--- src/design/rbv_pkg.sv ---
// Package for the rank-by-value unit: widths, controller states and the
// command and status groups between controller and datapath. No dependencies.
package rbv_pkg;

    localparam int VALUE_W = 32;
    localparam int RANK_W  = 6;

    typedef enum logic [1:0] {
        S_LOAD,
        S_RANK,
        S_EMIT
    } t_state;

    typedef struct packed {
        logic load;
        logic rotate;
        logic emit;
    } t_cmd;

    typedef struct packed {
        logic emit_last;
    } t_stat;

endpackage

--- src/design/rbv_ctrl.sv ---
// Controller of the rank-by-value unit: load, rank and emit phases and the
// ring step counter. Uses rbv_pkg.
module rbv_ctrl import rbv_pkg::*; #(
    parameter int DEPTH = 64
) (
    input  logic  i_clk,
    input  logic  i_rst_n,
    input  logic  i_s_tvalid,
    input  logic  i_s_tlast,
    output logic  o_s_tready,
    output logic  o_m_tvalid,
    input  logic  i_m_tready,
    input  t_stat i_stat,
    output t_cmd  o_cmd
);

    localparam int STEP_W = $clog2(DEPTH);

    t_state            r_state, n_state;
    logic [STEP_W-1:0] r_step,  n_step;
    logic              w_step_end;

    assign w_step_end = (r_step == STEP_W'(DEPTH - 1));

    always_ff @(posedge i_clk) begin
        if (!i_rst_n) begin
            r_state <= S_LOAD;
            r_step  <= '0;
        end else begin
            r_state <= n_state;
            r_step  <= n_step;
        end
    end

    always_comb begin
        n_state = r_state;
        n_step  = r_step;
        unique case (r_state)
            S_LOAD: begin
                n_step = '0;
                if (i_s_tvalid && i_s_tlast) begin
                    n_state = S_RANK;
                end
            end
            S_RANK: begin
                n_step = r_step + STEP_W'(1);
                if (w_step_end) begin
                    n_state = S_EMIT;
                end
            end
            S_EMIT: begin
                if (i_m_tready && i_stat.emit_last) begin
                    n_state = S_LOAD;
                end
            end
            default: begin
                n_state = S_LOAD;
            end
        endcase
    end

    always_comb begin
        o_s_tready = 1'b0;
        o_m_tvalid = 1'b0;
        o_cmd      = '0;
        unique case (r_state)
            S_LOAD: begin
                o_s_tready = 1'b1;
                o_cmd.load = i_s_tvalid;
            end
            S_RANK: begin
                o_cmd.rotate = 1'b1;
            end
            S_EMIT: begin
                o_m_tvalid = 1'b1;
                o_cmd.emit = i_m_tready;
            end
            default: begin
                o_s_tready = 1'b0;
            end
        endcase
    end

endmodule

--- config.mk ---
export PLATFORM = sky130hd
export DESIGN_NAME = rbv_ctrl
export DESIGN_NICKNAME = d
export VERILOG_FILES = /design/src/design/rbv_pkg.sv /design/src/design/rbv_ctrl.sv
export SDC_FILE = /design/constraint.sdc
export NUM_CORES = 1
export LEC_CHECK = 0
export BUFFER_PORTS_ARGS = -buffer_cell sky130_fd_sc_hd__buf_2
export CELL_PAD_IN_SITES_DETAIL_PLACEMENT = 1
export CELL_PAD_IN_SITES_GLOBAL_PLACEMENT = 2
export CORE_MARGIN = 10
export CORE_UTILIZATION = 27
export CTS_CLUSTER_SIZE = 28
export DETAILED_ROUTE_END_ITERATION = 12
export PLACE_DENSITY = 0.72
export SLEW_MARGIN = 20
export SYNTH_ARGS = -nofsm -noshare
export SYNTH_HDL_FRONTEND = slang
export SYNTH_SLANG_ARGS = --single-unit
--- constraint.sdc ---
create_clock -name i_clk -period 1.5 [get_ports i_clk]
set_clock_uncertainty 0.15 [all_clocks]
set_input_delay 0.075 -clock i_clk [delete_from_list [all_inputs] [get_ports i_clk]]
set_output_delay 0.075 -clock i_clk [all_outputs]
set_load 0.02 [all_outputs]
======== Word-level counts from Yosys, hierarchy flattened ========
Cells that the tools add are included.
Widths: inputs -> output; s select.
word-level totals
  memories kept ........................... 0
  bits in latches ......................... 0
  input bits .............................. 6
  register bits after elaboration ......... 8
  output and inout port bits .............. 5
  word-level logic and storage cells ...... 24
  ROM bits ................................ 0
  memory bits (writable) .................. 0
cells by class
  multiplexer cells ....................... 10
  bitwise gates (word level) .............. 0
  $add $sub $neg .......................... 1
  div/mod/pow operators ................... 0
  reductions and logical operators ........ 5
  order comparisons ....................... 0
  shifts and indexed selects .............. 0
  equal/unequal tests ..................... 6
  multiply operators ...................... 0
operators with widths
  cell                 number
  $pmux 6 s2           1
  $add 6x1->6 const B  1
  $eq 6x6->1 const B   1
  $mux 2               3
  $ne 2x2->1 const B   3
  $pmux 2 s3           1
  $mux 1               5
  $reduce_and 3->1     1
  $eq 2x1->1 const B   1
  $eq 2x2->1 const B   1
  $logic_and 1x1->1    2
  $logic_not 2->1      1
  $reduce_bool 2->1    1

======== Logic depth before layout (Yosys ltp) ========
Gate-level depths: netlist of the first run.
  depth in word-level cells ............... 3
  gate-level depth with buffers ........... 4
  depth with buffers taken out ............ 4

======== Worst setup path after synthesis of the first run ========
OpenSTA, ideal clock, no wires.
  kind .................................... register to register
  from .................................... register r_step[0]
  to ...................................... register r_step[4]
  arrival time ............................ 1.144 ns
  path slack .............................. 0.132 ns
  cell stages (with the launch flop) ...... 5
  buffers on the path ..................... 0
  setup time .............................. 0.074 ns
  period minus slack after synthesis ...... 1.368 ns
  data required time ...................... 1.276 ns
  cells stage by stage .................... dfxtp_1 > ha_1 > nand3_1 > or3_1 > a31oi_1
on the way
  cells in the longest elaborated chain, start to end .. 2
RTL lines
  what                      line            RTL
  start: declaration        rbv_ctrl.sv:20  logic [STEP_W-1:0] r_step, n_step;
  start signal: assignment  rbv_ctrl.sv:31  r_step <= n_step;
  $add 6x1->6               rbv_ctrl.sv:46  n_step = r_step + STEP_W'(1);
  $pmux 6 s2                rbv_ctrl.sv:38  unique case (r_state)
Every way passes these cells.
A chain may end at the register's enable or synchronous reset.

==> metrics.md, run 1 <==
| Metric | Value |
|---|---|
| Async S/R FF share, synth | 0% |
| Maximum vdd ir drop | 0.282 mV |
| Switching share of power | 24.0% |
| FP Rows | 13 |
| Fill count | 182 |
| Synth Flop Type | dfxtp_1 |
| Worst hold path type | input pin to flop |
| Sw Pwr | 0.000103 W |
| Post-DP HPWL | 818 um |
| Worst Path Buf+Inv | 1 |
| Inst Count DP | 72 |
| Final hold viol count | 1 |
| WL/cell | 12.9 um |
| Final Cycle Share | a little over nine tenths |
| Worst skew pair latency | roughly 0.26 ns |
| CTS tree | done |
| Post-synth top cells | 8 x dfxtp_1, 6 x nor2_1, 3 x nand3_1 |
| Die Span Y | between 50 and 60 um |
| Area grow syn2layout | 29.6% |
| Status | finished with violations |
| Power per Cell Area | 826 nW/um^2 |
| Die Wd | approximately 59 um |
| Via/cell ratio | 4.86 |
| Largest net degree at the start of global routing | 12 |
| Clock group share of total power | 39.2% |
| Clk buf depth | 2 |
| Tot GR Track Use | under 10% |
| Number of flops mapped to enable cells by yosys | 0 |
| Failing checks | hold timing |
| TritonRoute pass-1 iters | 1 |
| Final setup violation count | 0 |
| Int Pwr | 0.000327 W |
| Clock net sink count | 8 |
| Initial DRC Count | 0 |
| Synth warn | 0 |
| Critical-path cell list | nor2b_1, and2_1, buf_2 |
| Cells after Synth | 45 |
| Worst-margin pin slew | 0.334 ns |
| Global-route wire length before repair | about 1900 um |
| Multi-input logic area | 228 sq um |
| CP arrival | 1.20 ns |
| ANT cells | 0 |
| GPL Wtd Cong | slightly below 0.7 |
| Total CTS buffers | 3 |
| Max_slew headroom | between 70 and 80% |
| Register area share after synthesis | between 30% and 40% |
| Seq cells post-synth | 8 |
| Pins over their slew limit | 0 |
| RSZ-0062 raised after global routing | false |
| Cell taking the most area after synthesis | dfxtp_1 |
| Largest cells by area after synthesis | dfxtp_1 40%, nor2_1 5.6%, nand3b_4 5.0% |
| Root Driver | clkbuf_4 |
| Setup TNS | 0 ns |
| DRT Wirelength | 984 um |
| Startpoint Class | flop |
| Critical Path RT | about 1.3 ns |
| Fmax | between 0.7 and 0.8 GHz |
| Overflow after GRT | 0 |
| PortBufs | 10 |
| Final ANT Viol Nets | 0 |
| Syn nets | 52 |
| Crit-path max FO | 11 |
| H-tree depth | 1 |
| Via count | 369 |
| Initial antenna violation count | 0 |
| Post-CTS setup buffer count | 0 |
| Kind of critical path | flop to primary output |
| CP max-delay cell | dfxtp_2 |
| Core area | 1350 sq um |
| Synth Area per Inst | 8.93 sq um |
| Min Hold Slack | -0.00131 ns |
| Layout cells sized above 1 | around 33% |
| Clock slew at reported path FFs | approximately 0.060 ns |
| Die area | about 3400 sq um |
| Crit path max-delay family | flip-flops |
| Register area | 161 sq um |
| Yosys cell types | 24 |
| Final routed DRC violation total | 0 |
| Mapped Area | 402 sq um |
| Cell with the most instances after synthesis | dfxtp_1 |
| Final nets | 70 |
| Vias in the first global route | ~410 |
| Leakage dissipation | 0.251 nW |
| Gate power share | 9.6% |
| Final min period | 1.42 ns |
| Register share of total power | 51.2% |
| Synth top area share | 39.9% |
| Max-cap viol count | 0 |
| Final cell count without fillers | 76 |
| Top Ports | 11 |
| Critical Path Sink Type | primary output |
| Initial Util | 29.7% |
| Max stage delay on crit path | 0.43 ns |
==> routing by layer <==
layer  track usage [%]  part of all wire (%)  vias up
li1                  -                     -      189
met5                 0                     0        -
met2              9.41                    42       12
met3              3.43                   5.8        2
met1              8.54                    51      166
met4              4.92                   1.7        0
==> cells in the final DEF (no fill, tap or decap), types with 2 or more instances in the layout <==
master and n:
and2_1 2, o21ai_0 2, dfxtp_1 7, or3_1 2
nand3_1 2, inv_1 2, xor2_1 2, clkbuf_4 3
buf_2 10, buf_4 3, nor2_1 6, a21oi_1 2
nand2_1 2
==> power by group through the flow <==
stage / sequential, W / combinational [W] / clock, W
global route: 0.000221 / 0.0000474 / 0.000190
global placement: 0.000225 / 0.0000400 / 0
floorplan: 0.000225 / 0.0000189 / 0
CTS: 0.000220 / 0.0000425 / 0.000174
finish: 0.000220 / 0.0000413 / 0.000168
detailed placement: 0.000225 / 0.0000402 / 0
==> flip-flops by register name, summed over array words and instances, names as in the netlist <==
register,count
r_state,2
r_step,6
==> worst min-delay path, delay by kind of cell <==
kind | cells | cell delay, ns
buf+inv | 1 | 0.10
compound gates | 2 | 0.18
==> kinds of logic (layout without fill, tap and decap cells) <==
| group | after synthesis | count (layout) | share of synthesized area (%) |
|---|---|---|---|
| DFF | 8 | 8 | 39.9 |
| xor gates and xnor gates | 3 | 3 | 6.54 |
| and+or+nand+nor | 21 | 21 | 31.5 |
| buffers and inverters | 3 | 19 | 4.67 |
| AOI/OAI and AO/OA | 9 | 9 | 14.3 |
| adders and majority gates | 1 | 1 | 3.11 |
==> through the flow <==
step	setup slack, ns	hold slack, ns	power (W)	area (sq um)	util [%]
after floorplan	0.132	0.0427	0.000244	402	-
after global placement	0.119	0.154	0.000265	482	35.7
after detailed placement	0.125	0.163	0.000265	482	35.7
after CTS	0.0710	0.000339	0.000437	515	38.2
after global routing	0.00883	0.0224	0.000458	520	38.6
final	0.0795	-0.00131	0.000430	520	38.6
==> what timing repair did <==
item / in CTS / in global routing
gates resized for setup: 1 / 1
endpoints found under the setup margin: 1 / 1
hold buffers: 1 / 0
pin swaps: 0 / 0
cloned: 0 / 0
endpoints found under the hold margin: 4 / 0
==> layout make-up <==
type | instances | share of cell area, %
repair buffers | 14 | 15.9
flip-flops and latches | 8 | 31.0
well taps | 15 | 3.61
multi-input cells | 34 | 43.7
clock buffers | 3 | 4.33
inverters | 2 | 1.44
==> final timing paths <==
check | start | end | slack, ns | depth (start not counted)
worst max-delay path | r_state[1]$_SDFFE_PN0P_ | o_cmd[0] | 0.08 | 3
worst min-delay path | i_s_tlast | r_state[0]$_SDFFE_PN0P_ | -0.001 | 3
worst max register to register | r_step[0]$_SDFFE_PN0P_ | r_step[4]$_SDFFE_PN0P_ | 0.17 | 4
worst min register to register | r_step[5]$_SDFFE_PN0P_ | r_step[5]$_SDFFE_PN0P_ | 0.36 | 2
Power figures use the tool's default switching activity.
==> run 2: changes to the inputs <==
Settings changed: GPL_TIMING_DRIVEN set to 0.
==> run 2 against run 1 <==
  * The flow now finishes without violations
  * Setup slack lost 0.020 ns
  * Fmax shrank 1.4%
  * Non-clock buffer count shrank 1
  * First-iteration DRC count is the same
  * Wire length grew 4.8%
  * Combinational power shrank 6.8%
  * Sequential share of layout area shrank 0.13 points
  * Hold slack gained 0.017 ns
  * Final area grew 1.2%
  * Total power shrank 0.60%
==> metrics.md, run 2 (synthesis results as in run 1) <==
| Metric | Value |
|---|---|
| Pre-CTS setup slack | -0.00363 ns (was 0.125 ns) |
| Most common cell after layout, fill and taps aside | buf_2 (unchanged) |
| Top Ports | 11 (unchanged) |
| CTS tree | done (unchanged) |
| FP Rows | 13 (unchanged) |
| Final Util | 39.0% (was 38.6%) |
| Critical Path Sink Type | flop (was primary output) |
| Final Cycle Share | 96.0% (was 94.7%) |
| Final nets | 69 (was 70) |
| Global-route wire length before repair | 1750 um (was 1870 um) |
| Kind of critical path | flop to flop (was flop to primary output) |
| Clk buf depth | 2 (unchanged) |
| GPL Wtd Cong | 0.692 (was 0.682) |
| Max-cap viol count | 0 (unchanged) |
| Max reg flops | 6 (unchanged) |
| Final setup violation count | 0 (unchanged) |
| Layout cells sized above 1 | 35.0% (was 32.8%) |
| Max_slew headroom | 64.9% (was 77.2%) |
| Startpoint Class | flop (unchanged) |
| Core area | 1350 sq um (unchanged) |
| Power per Cell Area | 811 nW/um^2 (was 826 nW/um^2) |
| PortBufs | 10 (unchanged) |
| CP startpoint | r_step[0]$_SDFFE_PN0P_ (was r_state[1]$_SDFFE_PN0P_) |
| Pins over their slew limit | 0 (unchanged) |
| Area grow syn2layout | 31.2% (was 29.6%) |
| Status | finished clean (was finished with violations) |
| ANT cells | 0 (unchanged) |
| Largest net degree at the start of global routing | 11 (was 12) |
| Most frequent cells in the layout | 10 x buf_2, 6 x nor2_1, 6 x dfxtp_1, 3 x clkbuf_4 (was 10 x buf_2, 7 x dfxtp_1, 6 x nor2_1, 3 x clkbuf_4, 3 x buf_4) |
| Maximum vdd ir drop | 0.258 mV (was 0.282 mV) |
| Fill count | 171 (was 182) |
| Hold Startpoint | i_s_tvalid (was i_s_tlast) |
| Final Worst Setup Slack | 0.0593 ns (was 0.0795 ns) |
| Via count | 366 (was 369) |
| Critical Path RT | 1.53 ns (was 1.27 ns) |
| Vias in the first global route | 417 (was 413) |
| Top reg by flops | r_step (unchanged) |
| Final ANT Viol Nets | 0 (unchanged) |
| TritonRoute pass-1 iters | 1 (unchanged) |
| Initial Util | 29.7% (unchanged) |
| Initial DRC Count | 0 (unchanged) |
| WL/cell | 13.7 um (was 12.9 um) |
| Reg-to-Reg Start | r_step[0]$_SDFFE_PN0P_ (unchanged) |
| H-tree depth | 1 (unchanged) |
| Clock slew at reported path FFs | 0.06 ns (about the same) |
| Final min period | 1.44 ns (was 1.42 ns) |
| Root Driver | clkbuf_4 (unchanged) |
| Worst-margin pin slew | 0.521 ns (was 0.334 ns) |
| Final hold viol count | 0 (was 1) |
| Final routed DRC violation total | 0 (unchanged) |
| Total CTS buffers | 3 (unchanged) |
| Worst hold path type | input pin to flop (unchanged) |
| Clock net sink count | 8 (unchanged) |
| Initial antenna violation count | 0 (unchanged) |
| Biggest registers after layout | r_step (6), r_state (2) (unchanged) |
| Via/cell ratio | 4.88 (was 4.86) |
| Leakage dissipation | 0.244 nW (was 0.251 nW) |
| Die area | 3430 sq um (unchanged) |
| Crit-path max FO | 4 (was 11) |
| Die Span Y | 58.6 um (unchanged) |
| Tot GR Track Use | 6.55% (was 7.06%) |
| Post-DP HPWL | 751 um (was 818 um) |
| DRT Wirelength | 1030 um (was 984 um) |
| Die Wd | 58.6 um (unchanged) |
| Overflow after GRT | 0 (unchanged) |
| CP arrival | 1.47 ns (was 1.20 ns) |
| Fmax | 0.694 GHz (was 0.704 GHz) |
| Worst skew pair latency | 0.25 ns (was 0.26 ns) |
[run 2: through the flow]
stage | cells | power, W | hold slack (ns) | cell area, sq um | TNS, ns
6_report | 75 | 0.000427 | 0.0154 | 527 | 0
5_1_grt | 75 | 0.000444 | 0.0339 | 527 | -0.000106
4_1_cts | 75 | 0.000433 | 0.00905 | 515 | 0
3_5_place_dp | 70 | 0.000261 | 0.167 | 470 | -0.00363
3_3_place_gp | 70 | 0.000261 | 0.168 | 470 | 0
2_1_floorplan | 45 | 0.000244 | 0.0427 | 402 | 0
[run 2: path summary, 6_finish.rpt]
| path | endpoint | slack [ns] | cells after the start |
|---|---|---|---|
| max | r_step[4]$_SDFFE_PN0P_ | 0.06 | 4 |
| min | r_state[0]$_SDFFE_PN0P_ | 0.02 | 3 |
| max reg2reg | r_step[4]$_SDFFE_PN0P_ | 0.06 | 4 |
| min reg2reg | r_step[5]$_SDFFE_PN0P_ | 0.35 | 2 |
[run 2: layout make-up]
type	count	area, sq um	area share [%]
timing repair buffer	12	70.1	13.3
buffer	1	11.3	2.14
sequential	8	163	30.9
inverter	2	7.51	1.43
multi-input combinational	34	234	44.4
clock buffer	3	22.5	4.28
tap	15	18.8	3.56
[run 2: layer usage]
metal,GRT usage (%),vias up,part of all wire (%)
li1,-,187,-
met1,7.12,167,45
met2,10.3,12,47
met3,3.43,0,7.3
met4,2.95,0,0
met5,0,-,0
[run 2: worst max-delay path, stage by stage, from the launching register on]
cell and delay, ns:
dfxtp_2 0.38, ha_2 0.21, nand3_2 0.11, or3_1 0.34
a31oi_1 0.18
[run 2: what timing repair did]
item | CTS | global route
setup endpoints to repair | 1 | 3
gates resized for setup | 2 | 4
hold buffers | 2 | 0
endpoints found under the hold margin | 3 | 0
buffers inserted | 0 | 0
pin swaps | 0 | 0
[run 2: report_power, final]
part	switching, W	internal (W)
logic	0.0000206	0.0000179
registers	0.00000646	0.000216
clock network	0.0000745	0.0000917
==> run 3: changes to the inputs <==
Settings changed: CTS_BUF_LIST set to sky130_fd_sc_hd__clkbuf_16.
==> run 3 against run 2 <==
  * Critical path depth unchanged
  * Clock power increased to 2.7 times the previous value
  * Fmax up 2.7%
  * Combinational power fell by 6.2%
  * Clock-buffer cell count unchanged
  * Sequential power is essentially flat
  * Sequential share of layout area shrank 2.2 points
  * Critical endpoint unchanged
  * Wire length shrank 4.9%
  * Die area unchanged
  * Non-clock buffer count shrank 1
  * Sequential cell count unchanged
==> metrics.md, run 3 (synthesis results as in run 1) <==
| Metric | Value |
|---|---|
| Final routed DRC violation total | 0 (unchanged) |
| Worst hold path type | input pin to flop (unchanged) |
| Overflow after GRT | 0 (unchanged) |
| Largest net degree at the start of global routing | 11 (unchanged) |
| Reg-to-Reg Start | r_step[0]$_SDFFE_PN0P_ (unchanged) |
| Worst skew pair latency | 0.23 ns (was 0.25 ns) |
| Final min period | 1.40 ns (was 1.44 ns) |
| Final nets | 68 (was 69) |
| Max stage delay on crit path | 0.37 ns (was 0.38 ns) |
| Power per Cell Area | 1250 nW/um^2 (was 811 nW/um^2) |
| Via/cell ratio | 4.97 (was 4.88) |
| Initial DRC Count | 1 (was 0) |
| Leakage dissipation | 0.265 nW (was 0.244 nW) |
| Via count | 368 (was 366) |
| Placed cell area | 470 sq um (unchanged) |
| Top reg by flops | r_step (unchanged) |
| Die Wd | 58.6 um (unchanged) |
| R2R Setup Slk | 0.1 ns (was 0.06 ns) |
| CP max-delay cell | dfxtp_2 (unchanged) |
| Biggest registers after layout | r_step (6), r_state (2) (unchanged) |
| Clk buf depth | 2 (unchanged) |
| Kind of critical path | flop to flop (unchanged) |
| Final hold viol count | 0 (unchanged) |
| Critical-path cell list | ha_1, nand3_2, or3_1, a31oi_1 (was ha_2, nand3_2, or3_1, a31oi_1) |
| PortBufs | 10 (unchanged) |
| Initial antenna violation count | 0 (unchanged) |
| Die Span Y | 58.6 um (unchanged) |
| RSZ-0062 raised after global routing | false |
| Hold endpoint | r_state[0]$_SDFFE_PN0P_ (unchanged) |
| Crit path max-delay family | simple AND/OR/NAND/NOR gates (unchanged) |
| Post-CTS setup buffer count | 0 (unchanged) |
| Fin area | 567 sq um (was 527 sq um) |
| Core area | 1350 sq um (unchanged) |
| Root Driver | clkbuf_16 (was clkbuf_4) |
| Clock net sink count | 8 (unchanged) |
| TritonRoute pass-1 iters | 2 (was 1) |
| Most common cell after layout, fill and taps aside | buf_2 (unchanged) |
| Fmax | 0.713 GHz (was 0.694 GHz) |
| Final Cycle Share | 93.5% (was 96.0%) |
| FP Rows | 13 (unchanged) |
| H-tree depth | 1 (unchanged) |
| Final setup violation count | 0 (unchanged) |
| Vias in the first global route | 393 (was 417) |
| Top Ports | 11 (unchanged) |
| Crit-path max FO | 4 (unchanged) |
| Worst Path Buf+Inv | 0 (unchanged) |
| Post-DP HPWL | 751 um (unchanged) |
| CTS tree | done (unchanged) |
| Max-cap viol count | 0 (unchanged) |
| Max_slew headroom | 67.4% (was 64.9%) |
| Pins over their slew limit | 0 (unchanged) |
| Most frequent cells in the layout | 10 x buf_2, 6 x nor2_1, 6 x dfxtp_1, 3 x clkbuf_16 (was 10 x buf_2, 6 x nor2_1, 6 x dfxtp_1, 3 x clkbuf_4) |
| Setup TNS | 0 ns (unchanged) |
| CP arrival | 1.41 ns (was 1.47 ns) |
| Maximum vdd ir drop | 0.462 mV (was 0.258 mV) |
| Final ANT Viol Nets | 0 (unchanged) |
| Status | finished clean (unchanged) |
| ANT cells | 0 (unchanged) |
| Critical Path Sink Type | flop (unchanged) |
| GPL Wtd Cong | 0.692 (unchanged) |
| Area grow syn2layout | 41.1% (was 31.2%) |
| Die area | 3430 sq um (unchanged) |
| Initial Util | 29.7% (unchanged) |
| Layout cells sized above 1 | 33.9% (was 35.0%) |
| WL/cell | 13.2 um (was 13.7 um) |
| Startpoint Class | flop (unchanged) |
| Critical Path RT | 1.51 ns (was 1.53 ns) |
| Clock slew at reported path FFs | 0.04 ns (was 0.06 ns) |
| Total CTS buffers | 3 (unchanged) |
| Hold path depth | 3 (unchanged) |
| Worst-margin pin slew | 0.484 ns (was 0.521 ns) |
| Fill count | 160 (was 171) |
| Worst R2R Path Depth | 4 (unchanged) |
| Tot GR Track Use | 6.50% (was 6.55%) |
| R2R Path End | r_step[4]$_SDFFE_PN0P_ (unchanged) |
| Max reg flops | 6 (unchanged) |
| Hold Startpoint | i_s_tlast (was i_s_tvalid) |
| DRT Wirelength | 980 um (was 1030 um) |
| Global-route wire length before repair | 1690 um (was 1750 um) |
run 3: cell types whose count changed in the layout (fill, tap and decap cells not counted), sizes merged:
| cell | before | now |
|---|---|---|
| dlygate4sd3 | 2 | 1 |
run 3: how the worst max path moves through the flow:
stage | from | depth (start not counted) | slack, ns | endpoint
after detailed placement | r_step[0]$_SDFFE_PN0P_ | 4 | -0.004 | r_step[4]$_SDFFE_PN0P_
final | r_step[0]$_SDFFE_PN0P_ | 4 | 0.1 | r_step[4]$_SDFFE_PN0P_
after CTS | r_step[0]$_SDFFE_PN0P_ | 4 | 0.06 | r_step[4]$_SDFFE_PN0P_
after global routing | r_step[0]$_SDFFE_PN0P_ | 4 | 0.03 | r_step[4]$_SDFFE_PN0P_
after global placement | r_step[0]$_SDFFE_PN0P_ | 4 | 0.02 | r_step[4]$_SDFFE_PN0P_
after floorplan | r_step[0]$_SDFFE_PN0P_ | 4 | 0.13 | r_step[4]$_SDFFE_PN0P_
run 3: final cells by class:
cell class                      instances  area (sq um)  share of cell area (%)
Inverter                                2          7.51                    1.32
Multi-Input combinational cell         34           231                    40.8
Tap cell                               15          18.8                    3.31
Clock buffer                            3          75.1                    13.2
Buffer                                  1          11.3                    1.99
Timing Repair Buffer                   11          60.1                    10.6
Sequential cell                         8           163                    28.7
run 3: repair_timing:
| item | in CTS | in global routing |
|---|---|---|
| hold endpoints to repair | 1 | 0 |
| gates resized for setup | 2 | 3 |
| hold buffers | 1 | 0 |
| setup endpoints to repair | 1 | 3 |
| cloned | 0 | 0 |
run 3: worst reg2reg max path, delay by kind of cell (launching register included):
kind,cells,cell delay [ns]
AOI/OAI and AO/OA,1,0.16
and+or+nand+nor,2,0.44
DFF,1,0.37
adders and majority gates,1,0.20
run 3: where the power goes:
part	total (W)	leakage, nW	internal, W	switching, W
Combinational	0.0000361	0.163	0.0000161	0.0000200
Sequential	0.000224	0.0657	0.000218	0.00000626
Clock	0.000450	0.0370	0.000344	0.000106
run 3: per-stage QoR:
step | cells | power (W) | hold WS (ns) | setup WS (ns) | util, %
5_1_grt | 74 | 0.000727 | 0.0338 | 0.0281 | 42.0
2_1_floorplan | 45 | 0.000244 | 0.0427 | 0.132 | -
6_report | 74 | 0.000710 | 0.0146 | 0.0969 | 42.0
3_3_place_gp | 70 | 0.000261 | 0.168 | 0.0163 | 34.8
3_5_place_dp | 70 | 0.000261 | 0.167 | -0.00363 | 34.8
4_1_cts | 74 | 0.000714 | 0.0102 | 0.0589 | 41.3
run 3: layer usage:
layer	track usage [%]	wire length (um)	up-vias
met5	0	0	-
met4	4.92	26	0
met2	8.35	391	12
li1	-	-	184
met1	7.60	495	168
met3	3.86	66	4
